===== src/sv/ppm_pkg.sv =====
// ----------------------------------------------------------------------------
// ppm_pkg
// Shared types and constants for the PPM frame decoder.
// ----------------------------------------------------------------------------
package ppm_pkg;

    localparam int NUM_CHANNELS = 8;

    localparam int TIME_W  = 16;
    localparam int SLOT_W  = 4;
    localparam int CFG_IDX_W = 2;

    localparam logic [TIME_W-1:0] SYNC_GAP_RST  = 16'd20000;
    localparam logic [TIME_W-1:0] PULSE_MIN_RST = 16'd3000;
    localparam logic [TIME_W-1:0] PULSE_MAX_RST = 16'd9000;
    localparam logic [SLOT_W-1:0] OK_AFTER_RST  = 4'd4;

    localparam logic [SLOT_W-1:0] MARKER_SLOT = 4'd6;
    localparam logic [SLOT_W-1:0] LAST_SLOT   = SLOT_W'(NUM_CHANNELS);

    typedef enum logic [CFG_IDX_W-1:0] {
        CFG_SYNC_GAP  = 2'd0,
        CFG_PULSE_MIN = 2'd1,
        CFG_PULSE_MAX = 2'd2,
        CFG_OK_AFTER  = 2'd3
    } t_cfg_idx;

    typedef struct packed {
        logic [TIME_W-1:0] sync_gap_ticks;
        logic [TIME_W-1:0] pulse_min_ticks;
        logic [TIME_W-1:0] pulse_max_ticks;
        logic [SLOT_W-1:0] ok_after_slot;
    } t_cfg;

    typedef struct packed {
        logic [TIME_W-1:0] previous_capture;
        logic [SLOT_W-1:0] slot_counter;
        logic              frame_status;
    } t_state;

    typedef struct packed {
        logic              frame_ok;
        logic              channel_written;
        logic [SLOT_W-1:0] channel_index;
        logic [TIME_W-1:0] pulse_width;
        logic              sync_seen;
        logic              slot_marker;
    } t_result;

endpackage


===== src/sv/ppm_cfg.sv =====
// ----------------------------------------------------------------------------
// ppm_cfg
// Configuration register bank, written through a plain write port.
// ----------------------------------------------------------------------------
module ppm_cfg (
    input  logic                             i_clk,
    input  logic                             i_rst_n,
    input  logic                             i_cfg_we,
    input  logic [ppm_pkg::CFG_IDX_W-1:0]    i_cfg_index,
    input  logic [ppm_pkg::TIME_W-1:0]       i_cfg_wdata,
    output ppm_pkg::t_cfg                    o_cfg
);

    ppm_pkg::t_cfg r_cfg;
    ppm_pkg::t_cfg n_cfg;

    always_comb begin
        n_cfg = r_cfg;
        if (i_cfg_we) begin
            unique case (ppm_pkg::t_cfg_idx'(i_cfg_index))
                ppm_pkg::CFG_SYNC_GAP:  n_cfg.sync_gap_ticks  = i_cfg_wdata;
                ppm_pkg::CFG_PULSE_MIN: n_cfg.pulse_min_ticks = i_cfg_wdata;
                ppm_pkg::CFG_PULSE_MAX: n_cfg.pulse_max_ticks = i_cfg_wdata;
                ppm_pkg::CFG_OK_AFTER:
                    n_cfg.ok_after_slot = i_cfg_wdata[ppm_pkg::SLOT_W-1:0];
                default: n_cfg = r_cfg;
            endcase
        end
    end

    always_ff @(posedge i_clk) begin
        if (!i_rst_n) begin
            r_cfg.sync_gap_ticks  <= ppm_pkg::SYNC_GAP_RST;
            r_cfg.pulse_min_ticks <= ppm_pkg::PULSE_MIN_RST;
            r_cfg.pulse_max_ticks <= ppm_pkg::PULSE_MAX_RST;
            r_cfg.ok_after_slot   <= ppm_pkg::OK_AFTER_RST;
        end else begin
            r_cfg <= n_cfg;
        end
    end

    assign o_cfg = r_cfg;

endmodule


===== src/sv/ppm_step.sv =====
// ----------------------------------------------------------------------------
// ppm_step
// Interval and slot decode for one captured edge: subtract, compare, select.
// ----------------------------------------------------------------------------
module ppm_step (
    input  ppm_pkg::t_cfg                 i_cfg,
    input  ppm_pkg::t_state               i_state,
    input  logic [ppm_pkg::TIME_W-1:0]    i_capture_time,
    output ppm_pkg::t_state               o_state,
    output ppm_pkg::t_result              o_result
);

    logic [ppm_pkg::TIME_W-1:0] interval;
    logic                       sync;
    logic                       in_frame;
    logic                       pulse_ok;
    logic                       written;
    logic [ppm_pkg::SLOT_W-1:0] slot_eff;
    logic                       status;

    always_comb begin
        interval = i_capture_time - i_state.previous_capture;
        sync     = interval > i_cfg.sync_gap_ticks;
        in_frame = (i_state.slot_counter != '0)
                && (i_state.slot_counter <= ppm_pkg::LAST_SLOT);
        pulse_ok = (interval > i_cfg.pulse_min_ticks)
                && (interval < i_cfg.pulse_max_ticks);
        written  = 1'b0;
        slot_eff = '0;
        status   = i_state.frame_status;

        // sync restarts the frame and leaves status alone
        priority if (sync) begin
            slot_eff = '0;
        end else if (in_frame) begin
            slot_eff = i_state.slot_counter;
            if (pulse_ok) begin
                written = 1'b1;
                if (i_state.slot_counter > i_cfg.ok_after_slot) begin
                    status = 1'b1;
                end
            end else begin
                status = 1'b0;
            end
        end else begin
            // no sync yet, or past the last slot
            status   = 1'b0;
            slot_eff = '0;
        end

        o_state.previous_capture = i_capture_time;
        o_state.slot_counter     = slot_eff + 1'b1;
        o_state.frame_status     = status;

        o_result.frame_ok        = status;
        o_result.channel_written = written;
        o_result.channel_index   = written ? i_state.slot_counter : '0;
        o_result.pulse_width     = interval;
        o_result.sync_seen       = sync;
        o_result.slot_marker     = slot_eff == ppm_pkg::MARKER_SLOT;
    end

endmodule


===== src/sv/ppm_frame_decoder.sv =====
// ----------------------------------------------------------------------------
// ppm_frame_decoder
// PPM frame decoder: turns edge capture timestamps into channel pulse widths
// and a frame status.
// ----------------------------------------------------------------------------
//
//  Port group   Direction  Handshake             Payload
//  ----------   ---------  --------------------  ---------------------------
//  capture in   in         i_valid / o_ready     i_capture_time
//  result out   out        o_valid / i_ready     o_frame_ok .. o_slot_marker
//  config       in         i_cfg_we (no wait)    i_cfg_index, i_cfg_wdata
//
//  One capture per cycle sustained while i_ready stays high. The result is
//  offered from the result register: the capture is held in the input
//  register, then one subtract and compare pass into the result register.
//  Reset (i_rst_n low at a clock edge) empties both stages, clears the
//  previous capture, slot counter and frame status, and loads register
//  defaults. A stalled result holds the result register; the input register
//  keeps taking a capture whenever the result register is free or drains.
// ----------------------------------------------------------------------------
module ppm_frame_decoder (
    input  logic                          i_clk,
    input  logic                          i_rst_n,

    input  logic                          i_valid,
    output logic                          o_ready,
    input  logic [ppm_pkg::TIME_W-1:0]    i_capture_time,

    output logic                          o_valid,
    input  logic                          i_ready,
    output logic                          o_frame_ok,
    output logic                          o_channel_written,
    output logic [ppm_pkg::SLOT_W-1:0]    o_channel_index,
    output logic [ppm_pkg::TIME_W-1:0]    o_pulse_width,
    output logic                          o_sync_seen,
    output logic                          o_slot_marker,

    input  logic                          i_cfg_we,
    input  logic [ppm_pkg::CFG_IDX_W-1:0] i_cfg_index,
    input  logic [ppm_pkg::TIME_W-1:0]    i_cfg_wdata
);

    ppm_pkg::t_cfg     cfg;
    ppm_pkg::t_state   r_state;
    ppm_pkg::t_state   n_state;
    ppm_pkg::t_result  n_result;
    ppm_pkg::t_result  r_result;

    logic                       r_in_valid;
    logic [ppm_pkg::TIME_W-1:0] r_in_capture;
    logic                       r_out_valid;
    logic                       advance;
    logic                       in_xfer;

    ppm_cfg u_cfg (
        .i_clk       (i_clk),
        .i_rst_n     (i_rst_n),
        .i_cfg_we    (i_cfg_we),
        .i_cfg_index (i_cfg_index),
        .i_cfg_wdata (i_cfg_wdata),
        .o_cfg       (cfg)
    );

    ppm_step u_step (
        .i_cfg          (cfg),
        .i_state        (r_state),
        .i_capture_time (r_in_capture),
        .o_state        (n_state),
        .o_result       (n_result)
    );

    // Move the held capture into the result register when that register is
    // empty or its result transfers this cycle.
    assign advance = r_in_valid && (!r_out_valid || i_ready);
    // Input stage is free when empty or when its capture moves on.
    assign o_ready = !r_in_valid || advance;
    assign in_xfer = i_valid && o_ready;

    always_ff @(posedge i_clk) begin
        if (!i_rst_n) begin
            r_in_valid  <= 1'b0;
            r_out_valid <= 1'b0;
            r_state     <= '0;
        end else begin
            if (in_xfer) begin
                r_in_valid <= 1'b1;
            end else if (advance) begin
                r_in_valid <= 1'b0;
            end

            if (advance) begin
                r_out_valid <= 1'b1;
                // commit frame state only with the result it produced
                r_state     <= n_state;
            end else if (i_ready) begin
                r_out_valid <= 1'b0;
            end
        end
    end

    // Payload registers: load on transfer, hold otherwise.
    always_ff @(posedge i_clk) begin
        if (in_xfer) begin
            r_in_capture <= i_capture_time;
        end
        if (advance) begin
            r_result <= n_result;
        end
    end

    assign o_valid           = r_out_valid;
    assign o_frame_ok        = r_result.frame_ok;
    assign o_channel_written = r_result.channel_written;
    assign o_channel_index   = r_result.channel_index;
    assign o_pulse_width     = r_result.pulse_width;
    assign o_sync_seen       = r_result.sync_seen;
    assign o_slot_marker     = r_result.slot_marker;

endmodule

===== config.mk =====
export PLATFORM = sky130hd
export DESIGN_NAME = ppm_frame_decoder
export DESIGN_NICKNAME = d
export VERILOG_FILES = /design/src/sv/ppm_pkg.sv /design/src/sv/ppm_cfg.sv /design/src/sv/ppm_step.sv /design/src/sv/ppm_frame_decoder.sv
export SDC_FILE = /design/constraint.sdc
export NUM_CORES = 1
export LEC_CHECK = 0
export BUFFER_PORTS_ARGS = -buffer_cell sky130_fd_sc_hd__buf_2
export CAP_MARGIN = 10
export CORE_ASPECT_RATIO = 2
export CORE_MARGIN = 10
export CORE_UTILIZATION = 55
export CTS_BUF_LIST = sky130_fd_sc_hd__clkbuf_2 sky130_fd_sc_hd__clkbuf_4 sky130_fd_sc_hd__clkbuf_8
export CTS_CLUSTER_DIAMETER = 150
export DETAILED_ROUTE_END_ITERATION = 12
export GPL_ROUTABILITY_DRIVEN = 0
export HOLD_SLACK_MARGIN = 0.06
export PLACE_DENSITY = 0.83
export SYNTH_ARGS = -nofsm -noshare
export SYNTH_HDL_FRONTEND = slang
export SYNTH_SLANG_ARGS = --single-unit

===== constraint.sdc =====
create_clock -name i_clk -period 4.7 [get_ports i_clk]
set_input_delay 0.47 -clock i_clk [delete_from_list [all_inputs] [get_ports i_clk]]
set_output_delay 0.47 -clock i_clk [all_outputs]
set_load 0.01 [all_outputs]

==> flow_summary.yaml <==
synthesis:
  synth_ff_type: "dfxtp_1"
  ys_async_sr_fraction_pct: 0
  yosys.area.top_type: "dfxtp_1"
  ys_ff_latch: 115
  synthDistinctLibCells: 60
  synthTopCellsByCount: "nand2_1, dfxtp_1, inv_1, ha_1, edfxtp_1"
  synthesis.nets: 754
  synth_area_leaders: "dfxtp_1, edfxtp_1, ha_1"
  synth-edff-count: 40
  syn_inst: 646
  synth_area_sq_mm: 0.00609
  synth.top_cell.area_share_pct: 24.7
  avgSynthCellArea_sq_um: 9.43
  yosysWarningCount: 0
  yosysMostFrequentCell: "nand2_1"
  synth_seq_area_share_pct: 44.4
sta:
  finalHoldViolCount: 0
  whs_ns: 0.208
  fin_worst_skew_ns: 0.00890
  fin_crit_sh_pct: 101
  rsz0062_at_grt: "true"
  setup_viol: 1
  slew_violations: 0
  min_period_ns: 4.73
  fmax_ghz: 0.212
  tightestPinTransition_ns: 0.947
  slew-limit-headroom_pct: 36.9
  setup_ws_ns: -0.0268
setup_path:
  crit_type: "flip-flop to flip-flop"
  endpoint_kind: "flip-flop"
  cp_max_fo: 3
  arrival_ns: 5.08
  worstPathRequired_ns: 5.05
  critPathLaunchType: "flip-flop"
cells_and_area:
  drive_gt1_share_pct: 17.8
  fin_nets: 832
  fillers: 856
  syn2layout_area_growth_pct: 16.3
  regArea_sq_mm: 0.00270
  stdcell_count: 877
  multi_input_area_sq_mm: 0.00307
  diodes: 0
die:
  dieArea_sq_mm: 0.0159
  rows: 54
  die_w_microns: 94.4
  core_sq_mm: 0.0109
  io_pins: 65
  initial_core_util_pct: 56.0
  die_h_microns: 169
worst_hold_path:
  hp-class: "input pin to flip-flop"
clock_tree:
  cts.sinks: 115
  insertion_delay_ns: 0.43
  path_clk_slew_ns: 0.07
  cts_tree: "yes"
  numCtsBuffers: 17
  htreeDepth: 4
  cts_buffer_depth: 2
  cts-root-buf: "clkbuf_8"
  cts_hold_buf: 0
route:
  drtPass1Iterations: 4
  num_vias: 4891
  dr_wl_met2_microns: 8240
  post-route-drc-count: 0
  top_layer: "met4"
  wl_met1_microns: 4980
  first_iter_violations: 276
  wire_per_inst_microns: 16.8
  via_per_inst: 5.58
  wl_microns: 14700
  met3WireLength_microns: 783
  final_antenna_net_count: 0
global_routing:
  grt-ovfl-total: 0
  grt_first_pass_wirelength_microns: 24000
  grt_use_total_pct: 19.1
  grt_pass1_vias: 5105
  grt_max_degree: 80
  grt_antenna_before_repair: 0
place:
  dp_hpwl_microns: 11000
  portBuffers: 64
  dp_slack_ns: -0.150
  dp_cells: 839
power_and_ir_drop:
  irDropWorstVdd_uv: 313
  powerDensity_mw_per_mm2: 362
  p_leak_nw: 3.00
flow_run:
  cap_violations: 0
outcome:
  violations: "setup timing"
  status: "finished with violations"
-- placed cells by master, fill, tap and decap left out, types with 4 or more instances in the layout --
cell type | Yosys | layout
o21a_1 | 7 | 7
nand2b_1 | 5 | 5
a21boi_1 | 16 | 16
a21oi_1 | 23 | 21
clkbuf_8 | 0 | 20
nand3_1 | 5 | 5
nor2_1 | 17 | 17
o211ai_1 | 18 | 18
o21ai_0 | 8 | 8
dfxtp_1 | 75 | 75
nand2_1 | 123 | 123
a21boi_0 | 31 | 31
o21ai_1 | 5 | 5
clkinv_2 | 0 | 4
nand4_1 | 8 | 8
buf_2 | 0 | 64
a21o_1 | 15 | 15
inv_1 | 73 | 73
nor2b_1 | 11 | 11
edfxtp_1 | 40 | 40
ha_1 | 68 | 67
xnor2_1 | 10 | 10
mux2i_1 | 4 | 4
buf_4 | 1 | 17
and2_1 | 6 | 5
-- state kept, by name, indices dropped and copies added (netlist names) --
| register | cells |
|---|---|
| o_sync_seen | 1 |
| o_slot_marker | 1 |
| o_channel_written | 1 |
| r_in_valid | 1 |
| r_state | 21 |
| o_frame_ok | 1 |
| u_cfg.o_cfg | 52 |
| r_in_capture | 16 |
| o_valid | 1 |
| o_pulse_width | 16 |
| o_channel_index | 4 |
-- power breakdown --
group / internal [mW] / total, mW / leakage, nW / switching, mW
logic: 0.230 / 0.553 / 1.81 / 0.323
clock network: 0.518 / 0.900 / 0.199 / 0.382
registers: 1.09 / 1.11 / 0.994 / 0.0204
-- critical path: stages (launching register included) --
cell,delay (ns)
edfxtp_1,0.39
inv_1,0.08
ha_2,0.18
inv_1,0.05
fa_2,0.36
a21oi_2,0.12
nor2b_1,0.07
a311o_1,0.40
a311oi_2,0.30
o31ai_1,0.11
a21oi_1,0.18
xnor2_1,0.10
ha_1,0.30
nand4_1,0.17
or3_4,0.43
a31oi_4,0.26
nor2_1,0.09
and2_4,0.18
ha_1,0.19
or4bb_1,0.47
o211ai_1,0.21
-- per-stage QoR --
stage                     setup TNS (ns)  area, sq um  util [%]  total power [mW]
after floorplan                        0         6090         -              1.47
after global placement                 0         6590      60.6              1.63
after detailed placement          -0.150         6590      60.6              1.65
after CTS                              0         7030      64.6              2.57
after global routing              -0.502         7080      65.1              2.69
final                            -0.0268         7080      65.1              2.56
-- layout make-up --
type,instances,area share [%]
multi-input cells,435,43.3
flip-flops and latches,115,38.2
repair buffers,82,6.61
clock buffers,22,4.10
inverters,73,3.87
well taps,140,2.47
clock inverters,10,1.50
-- final timing paths --
check	endpoint	from	cells after the start	slack, ns
worst max-delay path	r_state[3]	r_in_capture[0]	20	-0.03
worst min-delay path	r_in_capture[15]	i_capture_time[15]	1	0.21
worst max register to register	r_state[3]	r_in_capture[0]	20	-0.03
worst min register to register	u_cfg.o_cfg[34]	u_cfg.o_cfg[34]	2	0.45
-- cell families after synthesis --
logic type      count (synthesis)  share of synthesized area [%]
simple gates                  200                           15.1
compound gates                149                           17.7
flops                         115                           44.4
buf+inv                        96                           5.98
fa+ha+maj                      69                           14.3
xor+xnor                       13                           1.87
mux                             4                          0.658
-- repair_timing --
action,in CTS,in global routing
endpoints found under the hold margin,0,0
endpoints found under the setup margin,1,8
resized for setup,3,6
setup buffers,3,2
pin swaps,5,6
-- layer usage --
layer | GRT usage, % | vias to the layer above
li1 | - | 2395
met1 | 16.9 | 2319
met2 | 35.7 | 125
met3 | 5.67 | 52
met4 | 11.6 | 0
met5 | 0 | -
No activity file was read; power rests on OpenSTA's default activity.
